[config.mk]
export PLATFORM = sky130hd
export DESIGN_NAME = svra_norm_stage
export DESIGN_NICKNAME = d
export VERILOG_FILES = /design/src/rtl/svra_pkg.sv /design/src/rtl/svra_norm_stage.sv
export SDC_FILE = /design/constraint.sdc
export NUM_CORES = 1
export LEC_CHECK = 0
export ABC_AREA = 1
export CORE_AREA = 4 4 151 153
export DETAILED_ROUTE_END_ITERATION = 12
export DIE_AREA = 0 0 155 157
export DONT_BUFFER_PORTS = 1
export PLACE_DENSITY = 0.51
export RECOVER_POWER = 50
export SLEW_MARGIN = 15
export SYNTH_ARGS = -nofsm -noshare
export SYNTH_HDL_FRONTEND = slang
export SYNTH_SLANG_ARGS = --single-unit
[constraint.sdc]
create_clock -name clk_i -period 0.8 [get_ports clk_i]
set_input_delay 0.04 -clock clk_i [delete_from_list [all_inputs] [get_ports clk_i]]
set_output_delay 0.04 -clock clk_i [all_outputs]
set_load 0.005 [all_outputs]
[src/rtl/svra_pkg.sv]
// shared types, constants and the arctangent table for the rotation angle unit
package svra_pkg;

  // datapath widths
  localparam int DW     = 60;  // dot and cross products after prescale
  localparam int MAG_W  = 59;  // combined magnitude used for normalisation
  localparam int CW     = 62;  // cordic x and y
  localparam int ZW     = 26;  // cordic angle, degrees with 16 fraction bits
  localparam int AW     = 16;  // result angle, degrees with 7 fraction bits
  localparam int SNAP_W = 10;

  // normalisation shift steps: 32, 16, 8, 4, 2, 1
  localparam int NORM_STEPS = 6;

  // angle codes with 7 fraction bits
  localparam logic [AW:0] ANGLE_FULL    = 17'd46080;
  localparam logic [AW:0] ANGLE_HALF    = 17'd23040;
  localparam logic [AW:0] ANGLE_QUARTER = 17'd11520;
  localparam logic [AW:0] ANGLE_3QUART  = 17'd34560;

  // accumulator constants with 16 fraction bits
  localparam logic signed [ZW-1:0] Z_HALF     = 26'sd11796480;
  localparam logic signed [ZW-1:0] Z_RND      = 26'sd256;
  localparam logic signed [ZW-1:0] Z_WRAP_RND = 26'sd23593216;

  // register map
  localparam logic                REG_SNAP_WINDOW = 1'b0;
  localparam logic [SNAP_W-1:0]   SNAP_RESET      = 10'd10;

  // per-item sideband carried alongside the datapath
  typedef struct packed {
    logic          degen;
    logic          fixed;
    logic [AW-1:0] fixed_angle;
  } side_t;

  // atan(2^-i) in degrees scaled by 2^16, rounded
  function automatic logic signed [ZW-1:0] svra_atan(input int i);
    logic signed [ZW-1:0] v;
    case (i)
      0:       v = 26'sd2949120;
      1:       v = 26'sd1740967;
      2:       v = 26'sd919879;
      3:       v = 26'sd466945;
      4:       v = 26'sd234379;
      5:       v = 26'sd117304;
      6:       v = 26'sd58666;
      7:       v = 26'sd29335;
      8:       v = 26'sd14668;
      9:       v = 26'sd7334;
      10:      v = 26'sd3667;
      11:      v = 26'sd1833;
      12:      v = 26'sd917;
      13:      v = 26'sd458;
      14:      v = 26'sd229;
      15:      v = 26'sd115;
      16:      v = 26'sd57;
      17:      v = 26'sd29;
      18:      v = 26'sd14;
      19:      v = 26'sd7;
      20:      v = 26'sd4;
      21:      v = 26'sd2;
      22:      v = 26'sd1;
      default: v = 26'sd0;
    endcase
    return v;
  endfunction

endpackage

[src/rtl/svra_norm_stage.sv]
// one step of the normalising left shift for dot and cross
module svra_norm_stage #(
  parameter int SHIFT = 1
) (
  input  logic                            clk_i,
  input  logic                            rst_ni,
  input  logic                            valid_i,
  input  svra_pkg::side_t                 side_i,
  input  logic signed [svra_pkg::DW-1:0]  d_i,
  input  logic signed [svra_pkg::DW-1:0]  c_i,
  input  logic [svra_pkg::MAG_W-1:0]      mag_i,
  output logic                            valid_o,
  output svra_pkg::side_t                 side_o,
  output logic signed [svra_pkg::DW-1:0]  d_o,
  output logic signed [svra_pkg::DW-1:0]  c_o,
  output logic [svra_pkg::MAG_W-1:0]      mag_o
);
  import svra_pkg::*;

  logic                   valid_q;
  side_t                  side_q;
  logic signed [DW-1:0]   d_q, d_d;
  logic signed [DW-1:0]   c_q, c_d;
  logic [MAG_W-1:0]       mag_q, mag_d;

  // shift when the top bits of the magnitude are clear
  always_comb begin
    if (mag_i[MAG_W-1 -: SHIFT] == '0) begin
      d_d   = d_i <<< SHIFT;
      c_d   = c_i <<< SHIFT;
      mag_d = mag_i << SHIFT;
    end else begin
      d_d   = d_i;
      c_d   = c_i;
      mag_d = mag_i;
    end
  end

  // valid flag
  always_ff @(posedge clk_i or negedge rst_ni) begin
    if (!rst_ni) begin
      valid_q <= 1'b0;
    end else begin
      valid_q <= valid_i;
    end
  end

  // payload
  always_ff @(posedge clk_i) begin
    side_q <= side_i;
    d_q    <= d_d;
    c_q    <= c_d;
    mag_q  <= mag_d;
  end

  assign valid_o = valid_q;
  assign side_o  = side_q;
  assign d_o     = d_q;
  assign c_o     = c_q;
  assign mag_o   = mag_q;

endmodule

# Word level (Yosys, flattened, before mapping)
# Index checks and enable logic that the tools add are counted.
word_totals:
  register_bits: 198
  out_inout_bits: 198
  word_cells: 14
op_classes:
  mux: 3
op_table:
  columns: ["op", "count"]
  rows:
  - ["$mux W60", 2]
  - ["$mux W58", 1]

# Longest topological paths before layout
# Gate-level depths: netlist (run 1).
depth:
  ltp_word: 1
  depth_mapped: 6
  mapped_depth_nobuf: 3

# Worst setup path before layout (run 1)
# OpenSTA, ideal clock, no wires.
synth_path:
  path_kind: "in2reg"
  from: "in mag_i[58] (netlist bit)"
  to: "reg mag_q[58] (netlist: mag_o[58])"
  setup_ps: 123
  arrival_time_ps: 577
  slack_ps: 99
  cell_stages: 3
  n_path_buf: 2
  cell_sequence: "buf_6 -> buf_4 -> or2_2"
synth_lines:
  columns: ["element", "line_no", "rtl"]
  rows:
  - ["start, declared", "svra_norm_stage.sv:11", "input logic [svra_pkg::MAG_W-1:0] mag_i,"]
  - ["end signal, assigned", "svra_norm_stage.sv:53", "mag_q <= mag_d;"]
  - ["end, declared", "svra_norm_stage.sv:24", "logic [MAG_W-1:0] mag_q, mag_d;"]
# No word-level cell between the ends.

# Worst setup path after layout (run 1)
layout_path:
  from: "reg valid_q (netlist: valid_o)"
  to: "out valid_o"
layout_lines:
  columns: ["element", "line_no", "rtl"]
  rows:
  - ["start, declared", "svra_norm_stage.sv:20", "logic valid_q;"]
  - ["start signal, assigned", "svra_norm_stage.sv:44", "valid_q <= valid_i;"]
  - ["end, declared", "svra_norm_stage.sv:12", "output logic valid_o,"]
# No word-level cell between the ends.

==> results of run 1 <==
per-stage QoR:
stage	area (µm²)	setup TNS [ps]
global route	9251	-6544
floorplan	6271	0
detailed placement	6392	0
finish	9251	-165.9
global placement	6392	0
CTS	9249	-3731
kinds of logic after synthesis:
family	Yosys count	share of synthesized area, %
and+or+nand+nor	529	31.70
DFF	198	63.29
buffers and inverters	43	5.008
Yosys cell counts:
cell type / instances
buf_2: 11
buf_4: 11
inv_1: 3
dfxtp_1: 197
clkbuf_1: 4
inv_2: 1
dfrtp_1: 1
nand2_1: 528
buf_6: 13
or2_2: 1
cell usage in the layout, fill, tap and decap left out:
| cell type | count |
|---|---|
| buf_12 | 3 |
| buf_4 | 1 |
| bufinv_16 | 1 |
| clkbuf_16 | 17 |
| clkbuf_8 | 2 |
| clkinv_4 | 4 |
| clkinv_8 | 3 |
| dfrtp_1 | 1 |
| dfxtp_2 | 196 |
| dfxtp_4 | 1 |
| diode_2 | 1 |
| dlygate4sd3_1 | 199 |
| inv_1 | 3 |
| inv_4 | 1 |
| inv_6 | 3 |
| inv_8 | 2 |
| nand2_1 | 528 |
| or2_2 | 1 |
flip-flops by register name (all words and copies together) (netlist names):
name     cells
d_o         60
c_o         60
valid_o      1
mag_o       59
side_o      18
worst max path at each step:
stage                            to  slack (ps)  depth (start not counted)
3_3_place_gp        c_o[54]$_DFF_P_         140                          4
4_1_cts                     valid_o         -70                          0
2_1_floorplan  mag_o[58]$_SDFF_PP1_         100                          3
5_1_grt                     valid_o         -90                          0
3_5_place_dp        c_o[45]$_DFF_P_         100                          4
6_report                    valid_o         -40                          0
where the power goes:
group	switching [mW]	leakage, nW	internal (mW)	total, mW
Clock	4.08	0.301	4.65	8.72
Sequential	0.503	1.69	10.8	11.3
Combinational	0.817	2.44	0.996	1.81
Total	5.40	4.43	16.4	21.8
area by class of cell:
class | count | area [µm²]
diodes | 1 | 2.502
inverters | 4 | 17.52
well taps | 280 | 350.3
clock inverters | 13 | 162.7
fillers | 2040 | 12300
flip-flops and latches | 198 | 4218
repair buffers | 203 | 2059
clock buffers | 19 | 452.9
multi-input cells | 529 | 1988
layer usage:
layer	routed length [µm]	global-route usage, %	vias up
li1	-	-	2658
met1	7262	16.68	2408
met2	10360	27.50	269
met3	1900	6.764	35
met4	532	5.761	0
met5	0	0	-
what timing repair did:
action / in CTS / in global routing
endpoints found under the hold margin: 199 / 179
endpoints found under the setup margin: 198 / 198
gates resized for setup: 198 / 0
==> impl_metrics.json, run 1 <==
{
  "period_share_pct": 104.8,
  "hp-start": "mag_i[58]",
  "place_inst": 1015,
  "ys_seq_area_share_pct": 63.29,
  "postCtsSetupBuffers": 0,
  "route.detailed.drc": 0,
  "tritoncts": "done",
  "start_kind": "register",
  "power.total_mw": 21.83,
  "dr.first_iter.drc_count": 320,
  "track_usage_pct": 15.62,
  "first_global_vias": 5431,
  "end_kind": "primary output",
  "drt_wl_total_um": 20060,
  "wl_per_cell_um": 16.08,
  "hold_viol_final": 179,
  "crit_fanout": 1,
  "holdPathEnd": "d_o[25]$_DFF_P_",
  "crit_type": "register to primary output",
  "dp_hpwl_um": 13350,
  "die_area_um2": 24340,
  "gp_congestion": 0.7849,
  "setup_ws_ps": -38.58,
  "hold_depth": 2,
  "dr.pass1.iters": 7,
  "worst_pin_slew_ps": 318.1,
  "ys_ff_latch": 198,
  "crit_start": "valid_o$_DFF_PN0_",
  "nets": 1153,
  "num_io_pins": 398,
  "synth_cell_type_count": 10,
  "worstHoldPathType": "primary input to register",
  "rsz0062_at_grt": "yes",
  "postSynthNetCount": 970,
  "htreeDepth": 4,
  "grt_max_degree": 181,
  "pre_cts_ws_ps": 104.5,
  "setup_viol": 16,
  "grt_pass1_wl_um": 30220,
  "fmax_mhz": 1192,
  "slew_headroom_pct": 78.79,
  "placementRows": 54,
  "syn_avg_cell_area_um2": 8.144,
  "via_count": 5370,
  "irDropWorstVdd_mv": 1.137,
  "area_delta_synth_final_pct": 47.53,
  "whs_ps": -245.7,
  "path_clk_slew_ps": 80,
  "start_util_pct": 29.10,
  "die_h_um": 157,
  "failed_checks": "negative hold slack, negative setup slack",
  "cts_root_buf": "clkbuf_16",
  "clk_path_buf_depth": 2,
  "yosysTopAreaCell": "dfxtp_1",
  "fp.dieW_um": 155,
  "grt_overflow": 0,
  "portBuffers": 0,
  "utilization_pct": 42.92,
  "fin_crit_ps": 838.6,
  "ys.warnings.count": 0,
  "required_ps": 760,
  "finalNonFillerCells": 1247,
  "netlist_area_um2": 6271,
  "maxCapViolCount": 0,
  "via_per_inst": 4.306,
  "core_area_um2": 21550,
  "route.antenna.remaining_nets": 0,
  "p_leak_nw": 4.427,
  "antenna_found_initial": 1,
  "clock-sinks": 198,
  "synthCells": 770,
  "synth_top_area_share_pct": 62.89,
  "cp.arrival_ps": 800,
  "drive_gt1_share_pct": 24.33,
  "power_density_nw_per_um2": 2359,
  "synthTopCellsByArea": "dfxtp_1, nand2_1, buf_6",
  "status": "finished with violations",
  "cts_buffers": 17,
  "drv_slew": 0,
  "postCtsHoldBufs": 199
}
Note: power is estimated with default switching activity, not from simulation.
==> run 2: changes to the inputs <==
==> constraint.sdc (replaced) <==
create_clock -name clk_i -period 1 [get_ports clk_i]
set_input_delay 0.05 -clock clk_i [delete_from_list [all_inputs] [get_ports clk_i]]
set_output_delay 0.05 -clock clk_i [all_outputs]
set_load 0.1 [all_outputs]
==> run 2 against run 1 <==
Compared with the run above: the flow now stops in clock tree synthesis (4_1_cts); area after synthesis unchanged; synthesized cell count unchanged.
==> impl_metrics.json, run 2 <==
{
  "clock-sinks": 198,
  "synth-edff-count": 0,
  "synth_most_common_cell": "nand2_1",
  "failed_stage": "clock tree synthesis (4_1_cts)",
  "fp.dieW_um": 155,
  "num_io_pins": 398,
  "dominantRegCellSynth": "dfxtp_1",
  "dp_hpwl_um": 15590,
  "postCtsSetupBuffers": 0,
  "ys_top_cells_by_count": "nand2_1, dfxtp_1, buf_6, buf_2, buf_4",
  "htreeDepth": 4,
  "die_h_um": 157,
  "synth_cell_type_count": 10,
  "syn_avg_cell_area_um2": 8.144,
  "cts_root_buf": "clkbuf_16",
  "netlist_area_um2": 6271,
  "gp_congestion": 0.8172,
  "synth-async-reset-ratio_pct": 0.5051,
  "status": "did not finish",
  "placementRows": 54,
  "ys.warnings.count": 0,
  "synth_top_area_share_pct": 62.89,
  "portBuffers": 0,
  "synthCells": 770,
  "clk_path_buf_depth": 2,
  "yosysTopAreaCell": "dfxtp_1",
  "postSynthNetCount": 970,
  "error": "[ERROR RSZ-0060] Max buffer count reached.",
  "postCtsHoldBufs": 251,
  "ys_ff_latch": 198,
  "synthTopCellsByArea": "dfxtp_1, nand2_1, buf_6",
  "pre_cts_ws_ps": 320.6,
  "start_util_pct": 29.10,
  "ys_seq_area_share_pct": 63.29,
  "cts_resized": 197,
  "cts_buffers": 17
}
-- run 2: cells by family after synthesis --
family | count (synthesis) | synth area share, %
DFF | 198 | 63.29
buffers and inverters | 43 | 5.008
and+or+nand+nor | 529 | 31.70
-- run 2: metrics by stage --
step / instance area (µm²) / instances
3_5_place_dp: 10350 / 1212
3_3_place_gp: 10350 / 1212
2_1_floorplan: 6271 / 770
==> run 3: changes to the inputs <==
--- a/config.mk
+++ b/config.mk
@@ -10,7 +10,7 @@
 export DETAILED_ROUTE_END_ITERATION = 12
 export DIE_AREA = 0 0 155 157
 export DONT_BUFFER_PORTS = 1
-export PLACE_DENSITY = 0.51
+export PLACE_DENSITY_LB_ADDON = 0.15
 export RECOVER_POWER = 50
 export SLEW_MARGIN = 15
 export SYNTH_ARGS = -nofsm -noshare
==> run 3 against run 2 <==
Compared with the run above: the run again fails in clock tree synthesis (4_1_cts); synthesized cell count did not move; area after synthesis stayed put.
==> impl_metrics.json, run 3 <==
{
  "syn_avg_cell_area_um2": 8.144,
  "clk_path_buf_depth": 2,
  "yosysTopAreaCell": "dfxtp_1",
  "portBuffers": 0,
  "ys.warnings.count": 0,
  "pre_cts_ws_ps": 246.9,
  "cts_root_buf": "clkbuf_16",
  "netlist_area_um2": 6271,
  "error": "[ERROR RSZ-0060] Max buffer count reached.",
  "postSynthNetCount": 970,
  "cts_buffers": 17,
  "placed_cell_area_um2": 10340,
  "htreeDepth": 4,
  "die_h_um": 157,
  "synth_most_common_cell": "nand2_1",
  "synthCells": 770,
  "failed_stage": "clock tree synthesis (4_1_cts)",
  "ys_seq_area_share_pct": 63.29,
  "postCtsHoldBufs": 251,
  "dp_hpwl_um": 15890,
  "synth_top_area_share_pct": 62.89,
  "num_io_pins": 398,
  "synth_compound_area_share_pct": 0,
  "status": "did not finish",
  "postCtsSetupBuffers": 0,
  "ys_top_cells_by_count": "nand2_1, dfxtp_1, buf_6, buf_2, buf_4",
  "synthTopCellsByArea": "dfxtp_1, nand2_1, buf_6",
  "synth-edff-count": 0,
  "placementRows": 54,
  "fp.dieW_um": 155,
  "synth_top_family_by_area": "simple AND/OR/NAND/NOR gates",
  "start_util_pct": 29.10,
  "synth_cell_type_count": 10,
  "gp_congestion": 0.8069,
  "dominantRegCellSynth": "dfxtp_1",
  "synth-xor-area-share_pct": 0,
  "synthMuxAreaShare_pct": 0,
  "synthAdderAreaFrac_pct": 0,
  "ys_ff_latch": 198,
  "synth-async-reset-ratio_pct": 0.5051,
  "clock-sinks": 198,
  "cts_resized": 200,
  "yosys.area_share.simple_pct": 31.70
}
## run 3: cell counts after synthesis
Identical to the previous run, type by type.
## run 3: cell families after synthesis
family,count (synthesis)
buffers and inverters,43
DFF,198
and+or+nand+nor,529
## run 3: stage by stage
stage | utilization, % | std cells
after detailed placement | 47.99 | 1213
after global placement | 47.99 | 1213
after floorplan | - | 770
